[src/design/nr_pkg.sv]
// Shared constants, types and width helpers for the Newton reciprocal block.
package nr_pkg;

  localparam int WORD_BITS_DEF = 32;
  localparam int FRAC_BITS_DEF = 28;
  localparam int ITER_W = 7;
  localparam logic [ITER_W-1:0] ITER_RESET = ITER_W'(100);
  // operand b is consumed this many bits per multiplier cycle
  localparam int DIGIT_BITS = 32;

  typedef enum logic [1:0] {
    ST_IDLE,
    ST_STEP1,
    ST_STEP2,
    ST_FINISH
  } nr_state_t;

  typedef enum logic [1:0] {
    MUL_IDLE,
    MUL_ACC,
    MUL_SAT
  } mul_state_t;

  // divisor and initial_guess, padded to whole bytes
  function automatic int in_data_w(int word_bits);
    return ((2 * word_bits + 7) / 8) * 8;
  endfunction

  // reciprocal and iterations_used, padded to whole bytes
  function automatic int out_data_w(int word_bits);
    return ((word_bits + ITER_W + 7) / 8) * 8;
  endfunction

endpackage

[src/design/nr_mul.sv]
// Digit-serial fixed-point multiplier: |a|*|b| with sign, floored and saturated.
module nr_mul #(
  parameter int WORD_BITS = nr_pkg::WORD_BITS_DEF,
  parameter int FRAC_BITS = nr_pkg::FRAC_BITS_DEF
) (
  input  logic                        clk,
  input  logic                        rst,
  input  logic                        start,
  input  logic [WORD_BITS-1:0]        a,
  input  logic [WORD_BITS-1:0]        b,
  input  logic                        neg,
  output logic                        done,
  output logic signed [WORD_BITS-1:0] prod
);
  import nr_pkg::*;

  localparam int NDIG = (WORD_BITS + DIGIT_BITS - 1) / DIGIT_BITS;
  localparam int PADW = NDIG * DIGIT_BITS;
  localparam int ACCW = WORD_BITS + PADW;
  localparam int PPW  = WORD_BITS + DIGIT_BITS;
  localparam int DCW  = (NDIG > 1) ? $clog2(NDIG) : 1;
  localparam int QW   = 2 * WORD_BITS - FRAC_BITS;
  localparam logic [DCW-1:0] LAST_DIG = DCW'(NDIG - 1);
  localparam logic [QW:0] POS_MAX = (QW+1)'({(WORD_BITS-1){1'b1}});
  localparam logic [QW:0] NEG_MAG_MAX = POS_MAX + (QW+1)'(1);
  localparam logic signed [WORD_BITS-1:0] SMAX = {1'b0, {(WORD_BITS-1){1'b1}}};
  localparam logic signed [WORD_BITS-1:0] SMIN = {1'b1, {(WORD_BITS-1){1'b0}}};

  mul_state_t state, state_next;

  logic [WORD_BITS-1:0] a_r;
  logic [PADW-1:0]      b_r;
  logic                 neg_r;
  logic [ACCW-1:0]      acc;
  logic [DCW-1:0]       dig;

  logic [DIGIT_BITS-1:0]       digit;
  logic [PPW-1:0]              pp;
  logic [ACCW-1:0]             addend;
  logic [QW:0]                 q;
  logic [QW:0]                 qr;
  logic                        rem;
  logic signed [WORD_BITS-1:0] sat;

  assign digit  = b_r[dig*DIGIT_BITS +: DIGIT_BITS];
  assign pp     = PPW'(a_r) * PPW'(digit);
  assign addend = ACCW'(pp) << (dig * DIGIT_BITS);

  // floor of the signed product: a negative result rounds its magnitude up
  assign q   = (QW+1)'(acc[2*WORD_BITS-1:FRAC_BITS]);
  assign rem = |acc[FRAC_BITS-1:0];
  assign qr  = q + (QW+1)'(rem);

  always_comb begin
    if (!neg_r) begin
      sat = (q > POS_MAX) ? SMAX : $signed(q[WORD_BITS-1:0]);
    end else begin
      sat = (qr > NEG_MAG_MAX) ? SMIN :
            $signed((~qr[WORD_BITS-1:0]) + WORD_BITS'(1));
    end
  end

  always_comb begin
    state_next = state;
    case (state)
      MUL_IDLE: if (start) state_next = MUL_ACC;
      MUL_ACC:  if (dig == LAST_DIG) state_next = MUL_SAT;
      MUL_SAT:  state_next = MUL_IDLE;
      default:  state_next = MUL_IDLE;
    endcase
  end

  always_ff @(posedge clk) begin
    if (rst) begin
      state <= MUL_IDLE;
      done  <= 1'b0;
    end else begin
      state <= state_next;
      done  <= (state == MUL_SAT);
    end
  end

  always_ff @(posedge clk) begin
    case (state)
      MUL_IDLE: begin
        if (start) begin
          a_r   <= a;
          b_r   <= PADW'(b);
          neg_r <= neg;
          acc   <= '0;
          dig   <= '0;
        end
      end
      MUL_ACC: begin
        acc <= acc + addend;
        dig <= dig + DCW'(1);
      end
      MUL_SAT: prod <= sat;
      default: ;
    endcase
  end

endmodule

[src/design/newton_reciprocal.sv]
// Newton-Raphson reciprocal, fixed point, on one shared multiplier.
//
//  channel  | signals                        | item
//  ---------+--------------------------------+----------------------------------
//  s_axis   | tvalid tready tdata            | divisor, initial_guess
//  m_axis   | tvalid tready tdata tuser      | reciprocal, iterations_used; converged
//  cfg      | cfg_valid cfg_ready cfg_data   | max_iterations
//
// Each update runs two dependent multiplies on nr_mul; each multiply consumes b
// in NDIG digits (NDIG = ceil(WORD_BITS/32), 1 at 32 bits).
// One item is in flight; s_axis_tready is high only when idle.
// The result sits in an output register, so a new item is taken while it waits.
// rst is synchronous; max_iterations comes back as 100; cfg writes always accepted.
module newton_reciprocal #(
  parameter int WORD_BITS = nr_pkg::WORD_BITS_DEF,
  parameter int FRAC_BITS = nr_pkg::FRAC_BITS_DEF
) (
  input  logic                                       clk,
  input  logic                                       rst,
  input  logic                                       s_axis_tvalid,
  output logic                                       s_axis_tready,
  // divisor, initial_guess
  input  logic [nr_pkg::in_data_w(WORD_BITS)-1:0]    s_axis_tdata,
  output logic                                       m_axis_tvalid,
  input  logic                                       m_axis_tready,
  // reciprocal, iterations_used
  output logic [nr_pkg::out_data_w(WORD_BITS)-1:0]   m_axis_tdata,
  // converged
  output logic                                       m_axis_tuser,
  input  logic                                       cfg_valid,
  output logic                                       cfg_ready,
  input  logic [nr_pkg::ITER_W-1:0]                  cfg_data
);
  import nr_pkg::*;

  localparam int OUT_W = out_data_w(WORD_BITS);
  localparam logic signed [WORD_BITS-1:0] SMAX = {1'b0, {(WORD_BITS-1){1'b1}}};
  localparam bit TWO_FITS = (FRAC_BITS + 2 < WORD_BITS);
  localparam logic signed [WORD_BITS-1:0] TWO =
    TWO_FITS ? (WORD_BITS'(1) << (FRAC_BITS + 1)) : SMAX;

  nr_state_t state, state_next;

  logic [ITER_W-1:0]           max_iter;
  logic [WORD_BITS-1:0]        x_r, x_next;
  logic signed [WORD_BITS-1:0] g, g_next;
  logic [ITER_W-1:0]           n, n_next;
  logic                        conv, conv_next;
  logic                        out_load;

  logic                        mul_start;
  logic [WORD_BITS-1:0]        mul_a;
  logic [WORD_BITS-1:0]        mul_b;
  logic                        mul_neg;
  logic                        mul_done;
  logic signed [WORD_BITS-1:0] mul_prod;

  logic [WORD_BITS-1:0]        in_div;
  logic signed [WORD_BITS-1:0] in_guess;
  logic [WORD_BITS-1:0]        in_mag;
  logic [WORD_BITS-1:0]        g_mag;
  logic [WORD_BITS-1:0]        prod_mag;
  logic signed [WORD_BITS+1:0] diff;
  logic signed [WORD_BITS-1:0] d;
  logic [WORD_BITS-1:0]        d_mag;
  logic [ITER_W-1:0]           n_inc;
  logic                        s_acc;

  assign s_axis_tready = (state == ST_IDLE);
  assign cfg_ready     = 1'b1;
  assign s_acc         = s_axis_tvalid && s_axis_tready;

  assign in_div   = s_axis_tdata[WORD_BITS-1:0];
  assign in_guess = $signed(s_axis_tdata[2*WORD_BITS-1:WORD_BITS]);
  assign in_mag   = in_guess[WORD_BITS-1] ? (~in_guess) + WORD_BITS'(1) : in_guess;
  assign g_mag    = g[WORD_BITS-1] ? (~g) + WORD_BITS'(1) : g;
  assign prod_mag = mul_prod[WORD_BITS-1] ? (~mul_prod) + WORD_BITS'(1) : mul_prod;

  // d = 2 - t, saturated high (t is never far enough above 2 to underflow)
  assign diff  = (WORD_BITS+2)'(TWO) - {{2{mul_prod[WORD_BITS-1]}}, mul_prod};
  assign d     = (diff > (WORD_BITS+2)'(SMAX)) ? SMAX : diff[WORD_BITS-1:0];
  assign d_mag = d[WORD_BITS-1] ? (~d) + WORD_BITS'(1) : d;
  assign n_inc = n + ITER_W'(1);

  always_comb begin
    state_next = state;
    x_next     = x_r;
    g_next     = g;
    n_next     = n;
    conv_next  = conv;
    out_load   = 1'b0;
    mul_start  = 1'b0;
    mul_a      = x_r;
    mul_b      = g_mag;
    mul_neg    = g[WORD_BITS-1];
    case (state)
      ST_IDLE: begin
        if (s_acc) begin
          x_next    = in_div;
          g_next    = in_guess;
          n_next    = '0;
          conv_next = 1'b0;
          if (max_iter == '0) begin
            state_next = ST_FINISH;
          end else begin
            mul_start  = 1'b1;
            mul_a      = in_div;
            mul_b      = in_mag;
            mul_neg    = in_guess[WORD_BITS-1];
            state_next = ST_STEP1;
          end
        end
      end
      ST_STEP1: begin
        // t = x*g is ready; start g*(2 - t)
        if (mul_done) begin
          mul_start  = 1'b1;
          mul_a      = g_mag;
          mul_b      = d_mag;
          mul_neg    = g[WORD_BITS-1] ^ d[WORD_BITS-1];
          state_next = ST_STEP2;
        end
      end
      ST_STEP2: begin
        if (mul_done) begin
          if (mul_prod == g) begin
            conv_next  = 1'b1;
            state_next = ST_FINISH;
          end else begin
            g_next = mul_prod;
            n_next = n_inc;
            if (n_inc == max_iter) begin
              state_next = ST_FINISH;
            end else begin
              mul_start  = 1'b1;
              mul_a      = x_r;
              mul_b      = prod_mag;
              mul_neg    = mul_prod[WORD_BITS-1];
              state_next = ST_STEP1;
            end
          end
        end
      end
      ST_FINISH: begin
        if (!m_axis_tvalid || m_axis_tready) begin
          out_load   = 1'b1;
          state_next = ST_IDLE;
        end
      end
      default: state_next = ST_IDLE;
    endcase
  end

  always_ff @(posedge clk) begin
    if (rst) begin
      state         <= ST_IDLE;
      max_iter      <= ITER_RESET;
      g             <= '0;
      n             <= '0;
      conv          <= 1'b0;
      m_axis_tvalid <= 1'b0;
    end else begin
      state <= state_next;
      g     <= g_next;
      n     <= n_next;
      conv  <= conv_next;
      if (cfg_valid) begin
        max_iter <= cfg_data;
      end
      if (out_load) begin
        m_axis_tvalid <= 1'b1;
      end else if (m_axis_tready) begin
        m_axis_tvalid <= 1'b0;
      end
    end
  end

  always_ff @(posedge clk) begin
    x_r <= x_next;
    if (out_load) begin
      m_axis_tdata <= OUT_W'({n, g});
      m_axis_tuser <= conv;
    end
  end

  nr_mul #(
    .WORD_BITS(WORD_BITS),
    .FRAC_BITS(FRAC_BITS)
  ) u_mul (
    .clk  (clk),
    .rst  (rst),
    .start(mul_start),
    .a    (mul_a),
    .b    (mul_b),
    .neg  (mul_neg),
    .done (mul_done),
    .prod (mul_prod)
  );

endmodule

[config.mk]
export PLATFORM = sky130hd
export DESIGN_NAME = newton_reciprocal
export DESIGN_NICKNAME = d
export VERILOG_FILES = /design/src/design/nr_pkg.sv /design/src/design/nr_mul.sv /design/src/design/newton_reciprocal.sv
export SDC_FILE = /design/constraint.sdc
export NUM_CORES = 2
export LEC_CHECK = 0
export BUFFER_PORTS_ARGS = -buffer_cell sky130_fd_sc_hd__buf_2
export CAP_MARGIN = 20
export CORE_MARGIN = 1
export CORE_UTILIZATION = 45
export CTS_CLUSTER_DIAMETER = 120
export DETAILED_ROUTE_END_ITERATION = 10
export PLACE_DENSITY_LB_ADDON = 0.12
export SKIP_CTS_REPAIR_TIMING = 1
export SLEW_MARGIN = 30
export SYNTH_ARGS = -nofsm -noshare
export SYNTH_HDL_FRONTEND = slang
export SYNTH_HIERARCHICAL = 1
export SYNTH_SLANG_ARGS = --single-unit
[constraint.sdc]
create_clock -name clk -period 18.9 [get_ports clk]
set_clock_uncertainty 0.1 [all_clocks]
set_input_delay 1.89 -clock clk [delete_from_list [all_inputs] [get_ports clk]]
set_output_delay 1.89 -clock clk [all_outputs]
set_load 0.1 [all_outputs]
; After elaboration in Yosys (flattened, before gate mapping)
; Index checks and enable logic that the tools add are counted.
[classes]
muxes = 64
magnitude_cmp = 3
bitwise = 6
mul = 1
eq_ne = 15
shift = 2
reduce_logical = 17
addsub = 10
[op_table]
columns = operator, count
row1 = 2-to-1 mux 32 bit, 20
row2 = NOT 32 bit, 5
row3 = "adder 32 x 2 -> 32 bit, second input constant", 4
row4 = one-hot mux 32 bit (2 select lines), 2
row5 = one-hot mux 64 bit (2 select lines), 1
row6 = one-hot mux 32 bit (3 select lines), 1
row7 = adder 64 bit, 1
row8 = multiplier 32 x 32 -> 64 bit, 1
row9 = 2-to-1 mux 64 bit, 1
row10 = << shifter 64 x 6 -> 64 bit, 1
row11 = adder 36 x 1 -> 37 bit, 1
row12 = "> comparator 37 x 32 -> 1 bit, second input constant", 1
row13 = "> comparator 36 x 31 -> 1 bit, second input constant", 1
row14 = "> comparator 33 x 32 -> 1 bit, second input constant", 1
row15 = "subtractor 31 x 32 -> 33 bit, first input constant", 1
row16 = "adder 32 x 1 -> 32 bit, second input constant", 1
row17 = == test 32 bit, 1
row18 = indexed part select 32 x 7 -> 32 bit, 1
row19 = OR reduction 28 bit, 1
row20 = 2-to-1 mux 7 bit, 3
row21 = 2-to-1 mux 1 bit, 20
row22 = 2-to-1 mux 2 bit, 9
row23 = one-hot mux 7 bit (2 select lines), 1
row24 = AND reduction 4 bit, 3
row25 = other kinds (19), 36
[totals]
wordCells = 135
output_inout_bits = 44
inputBits = 76
regBits = 287

; Longest topological paths before layout
[depth]
ltp_word = 8
depth_mapped = 41
depth_no_buf = 38

; Modules after synthesis
; The synthesis kept the hierarchy.
[by_module_without_submodules]
columns = module, area_each_um2, n_inst, seq_area_each_um2, cells_per_inst
row1 = nr_mul, 45459.8, 1, 4924.7, 5040
row2 = newton_reciprocal, 10572.6, 1, 3163.0, 1329

; Least setup slack after synthesis
; Ideal clock, no wire load.
[synth_path]
kind = flip-flop to flip-flop
from = reg u_mul.dig
to = reg u_mul.acc[59] (data pin)
stages_incl_launch_ff = 39
period_less_slack_ns = 9.956
required_time_ns = 18.534
arrival_ns = 9.590
setup_slack_ns = 8.944
n_path_buf = 3
setup_time_ns = 0.266
cell_sequence = edfxtp_1 clkbuf_1 nor2b_1 clkbuf_1 and2_1 fa_1 fa_1 fa_1 inv_1 fa_1 inv_1 fa_1 inv_1 fa_1 inv_1 fa_1 fa_1 ha_1 [... 3 more ...] o21ai_0 a2111oi_0 nor2_1 nor3_1 a21boi_0 xor2_1 o21ai_0 ha_1 and3_1 and2_1 a221oi_1 nand2_1 a211oi_1 a211oi_1 o21a_1 a31o_2 xnor2_1 nor2_1
[synth_via]
elab_chain_len = 5
[synth_lines]
columns = item, line_no
row1 = from (decl), nr_mul.sv:35  ; logic [DCW-1:0] dig;
row2 = from (signal assigned), nr_mul.sv:96  ; dig <= dig + DCW'(1);
row3 = indexed part select 32 x 7 -> 32 bit, nr_mul.sv:45  ; assign digit = b_r[dig*DIGIT_BITS +: DIGIT_BITS];
row4 = multiplier 32 x 32 -> 64 bit, nr_mul.sv:46  ; assign pp = PPW'(a_r) * PPW'(digit);
row5 = << shifter 64 x 6 -> 64 bit *, nr_mul.sv:47  ; assign addend = ACCW'(pp) << (dig * DIGIT_BITS);
row6 = adder 64 bit *, nr_mul.sv:95  ; acc <= acc + addend;
row7 = one-hot mux 64 bit (2 select lines) *, nr_mul.sv:84  ; case (state)
row8 = to (signal assigned), nr_mul.sv:95
row9 = to (decl), nr_mul.sv:34  ; logic [ACCW-1:0] acc;
; Mark *: on every way between the ends. The rest lies on a longest branch, timed or not.
; A chain may end at the register's enable or synchronous reset.

; Final worst setup path
; Same ends and word-level chain as after synthesis.

==> flow_metrics.tcl <==
set metrics [dict create \
    r2r_cells 36 \
    wirelength_mm 179 \
    rr_endpoint "u_mul/acc[59]$_SDFFCE_PN0P_" \
    hold_viol 0 \
    hp-class "reg -> reg" \
    antenna_found_initial 15 \
    ys_seq_area_share_pct 14.4 \
    synthesis.area_mm2 0.0560 \
    ys.flop_type "edfxtp_1" \
    whs_endpoint "m_axis_tuser$_DFFE_PP_" \
    fp.dieH_um 355 \
    cts_made_buffers 34 \
    fin_crit_ns 11.61 \
    critPathMaxStageDelay_ns 0.71 \
    synth_commonest_cells "inv_1, fa_1, nand2_1" \
    initial_core_util_pct 45.3 \
    drc 0 \
    clock_path_buffers 3 \
    via_per_inst 5.72 \
    overflow 0 \
    cts.reportedPaths.clkPinSlew_ns 0.06 \
    cts_tree "done" \
    grt_pass1_vias 46123 \
    max_freq_mhz 86.2 \
    netlist-cell-type-count 105 \
    rows 129 \
    gp_congestion 0.972 \
    slew_violations 0 \
    syn_nets 7679 \
    syn_to_final_growth_pct 5.69 \
    worstPathRequired_ns 19.08 \
    grt_pass1_wl_mm 281 \
    synth_edf_count 234 \
    synthCells 6369 \
    finalCritPeriodShare_pct 61.4 \
    dr.pass1.iters 6 \
    yosysMostFrequentCell "inv_1" \
    setup_viol 0 \
    async_flop_share_pct 0 \
    yosysTopAreaCell "fa_1" \
    grt_start_max_net_pins 131 \
    hold_path_depth 0 \
    synth_top_cell_area_share_pct 32.0 \
    worst_pin_slew_ns 1.05 \
    finalSetupTns_ns 0 \
    crit_fanout 130 \
    worstReg2RegStart "u_mul/dig$_SDFFCE_PN0P_" \
    crit_arrival_ns 11.78 \
    yosysWarnings 6 \
    drive_above_1_share_pct 6.02 \
    core_area_mm2 0.124 \
    cp-start-kind "flip-flop" \
    run_status "finished, final reports clean" \
    syn_area_per_cell_um2 8.80 \
    cts_root_buf "clkbuf_16" \
    die-width_um 355 \
    drtAntennaViolNets 0 \
    wl_per_cell_um 22.7 \
    rsz0062_at_grt "no" \
    slew_headroom_pct 29.4 \
    whs_ns 0.348 \
    drt_iter0_drc 3571 \
    hp-start "conv$_SDFFE_PP0P_" \
    ys_top_cells_by_area "fa_1, edfxtp_1, ha_1" \
    end_kind "flip-flop" \
    numClockSinks 287 \
    h-tree-depth 2 \
    track_usage_pct 28.9 \
    numPortBuffers 117 \
    cp_slowest_cell "nor2b_4" \
    ys_seq_elements 287 \
    cap_viol_max_count 0 \
    fin_nets 7537 \
    via_count 45188 \
    io_pins 120 \
    crit_top_cell "fa_1" \
    dp_hpwl_mm 143 \
    nFillCells 12131 \
    die_area_mm2 0.126 \
    reg2reg_slack_ns 7.29 \
    clkLatencyLatePin_ns 0.58 \
    worstSetupPathType "reg -> reg" \
]
==> per-stage QoR <==
step | cells | instance area (um^2) | setup WS [ns] | util, %
floorplan | 6369 | 56000 | 8.94 | -
detailed placement | 7828 | 58100 | 7.43 | 47.0
CTS | 7888 | 59200 | 7.36 | 47.9
finish | 7894 | 59200 | 7.29 | 47.9
global placement | 7828 | 58000 | 7.06 | 46.9
global route | 7891 | 59200 | 6.38 | 47.9
==> how the worst max path moves through the flow <==
stage                                 start                     endpoint  slack, ns  depth (start not counted)
detailed placement  u_mul/dig$_SDFFCE_PN0P_  u_mul/acc[61]$_SDFFCE_PN0P_       7.43                         36
finish              u_mul/dig$_SDFFCE_PN0P_  u_mul/acc[59]$_SDFFCE_PN0P_       7.29                         36
floorplan           u_mul/dig$_SDFFCE_PN0P_  u_mul/acc[59]$_SDFFCE_PN0P_       8.94                         38
global route        u_mul/dig$_SDFFCE_PN0P_  u_mul/acc[61]$_SDFFCE_PN0P_       6.38                         36
CTS                 u_mul/dig$_SDFFCE_PN0P_  u_mul/acc[61]$_SDFFCE_PN0P_       7.36                         36
global placement    u_mul/dig$_SDFFCE_PN0P_  u_mul/acc[61]$_SDFFCE_PN0P_       7.06                         36
==> metal layers <==
metal / wire length, um / track usage [%] / part of all wire [%]
met5: 45 / 0 / 0.025
met2: 83600 / 46.9 / 47
met1: 80000 / 41.0 / 45
met3: 9990 / 2.52 / 5.6
met4: 5810 / 8.85 / 3.2
==> cell usage in the layout (no fill, tap or decap), types with 21 or more instances in the layout <==
| master | netlist | routed |
|---|---|---|
| a311oi_1 | 34 | 34 |
| o31ai_1 | 39 | 39 |
| a211oi_1 | 37 | 37 |
| o21ai_0 | 195 | 193 |
| inv_1 | 916 | 916 |
| edfxtp_1 | 234 | 234 |
| buf_2 | 17 | 117 |
| xnor2_1 | 207 | 207 |
| nand2_1 | 776 | 776 |
| xor2_1 | 101 | 101 |
| a21oi_1 | 216 | 215 |
| nor4_1 | 39 | 39 |
| a31oi_1 | 33 | 33 |
| fa_1 | 897 | 897 |
| nor2_1 | 298 | 297 |
| nand3_1 | 80 | 80 |
| ha_1 | 337 | 337 |
| or4_1 | 21 | 21 |
| o21a_1 | 25 | 25 |
| nor2b_2 | 0 | 31 |
| nor3_1 | 96 | 95 |
| nand4_1 | 71 | 71 |
| nor2b_1 | 69 | 34 |
| or3_1 | 25 | 25 |
| a21o_1 | 87 | 87 |
| and3_1 | 27 | 27 |
| clkbuf_16 | 0 | 35 |
| and2_1 | 599 | 598 |
| nand2b_1 | 43 | 42 |
| a22oi_1 | 32 | 32 |
| o21bai_1 | 41 | 41 |
| dfxtp_1 | 53 | 53 |
| o211ai_1 | 30 | 30 |
| mux2i_1 | 30 | 30 |
| buf_4 | 4 | 102 |
==> state kept, by name, indices dropped and copies added (netlist names) <==
signal,count
conv,1
max_iter,7
u_mul/a_r,32
state,2
u_mul/dig,1
u_mul/state,2
m_axis_tvalid,1
u_mul/neg_r,1
u_mul/done,1
m_axis_tdata,39
u_mul/prod,32
u_mul/acc,64
x_r,32
m_axis_tuser,1
u_mul/b_r,32
n,7
g,32
==> worst max-delay path, delay by kind of cell (launching register included) <==
family,cells,cell delay (ns)
adder cells (fa/ha/maj),10,4.68
AND/OR/NAND/NOR,10,2.44
AO/OA/AOI/OAI,9,2.59
flip-flops,1,0.48
buffers and inverters,5,0.48
XOR/XNOR,2,0.31
==> final cells by class <==
type,count,area (um^2),area share (%)
Tap cell,1637,2050,3.46
Clock buffer,44,940,1.59
Multi-Input combinational cell,4767,43100,72.8
Antenna cell,6,15.0,0.0254
Timing Repair Buffer,220,1370,2.32
Sequential cell,287,8090,13.7
Inverter,917,3440,5.81
Clock inverter,16,201,0.340
==> cells by family (layout without fill, tap and decap cells) <==
group / Yosys count / in the layout / synth area share [%]
compound gates: 951 / 951 / 11.3
flops: 287 / 287 / 14.4
other cells: 2 / 8 / 0.0134
simple gates: 2236 / 2236 / 20.3
fa+ha+maj: 1234 / 1234 / 39.6
xor+xnor: 309 / 309 / 4.85
mux: 35 / 35 / 0.636
buf+inv: 1315 / 1197 / 8.89
Power is not shown: default switching activity piles up to over one toggle a cycle in this logic, so the estimate is an artifact.
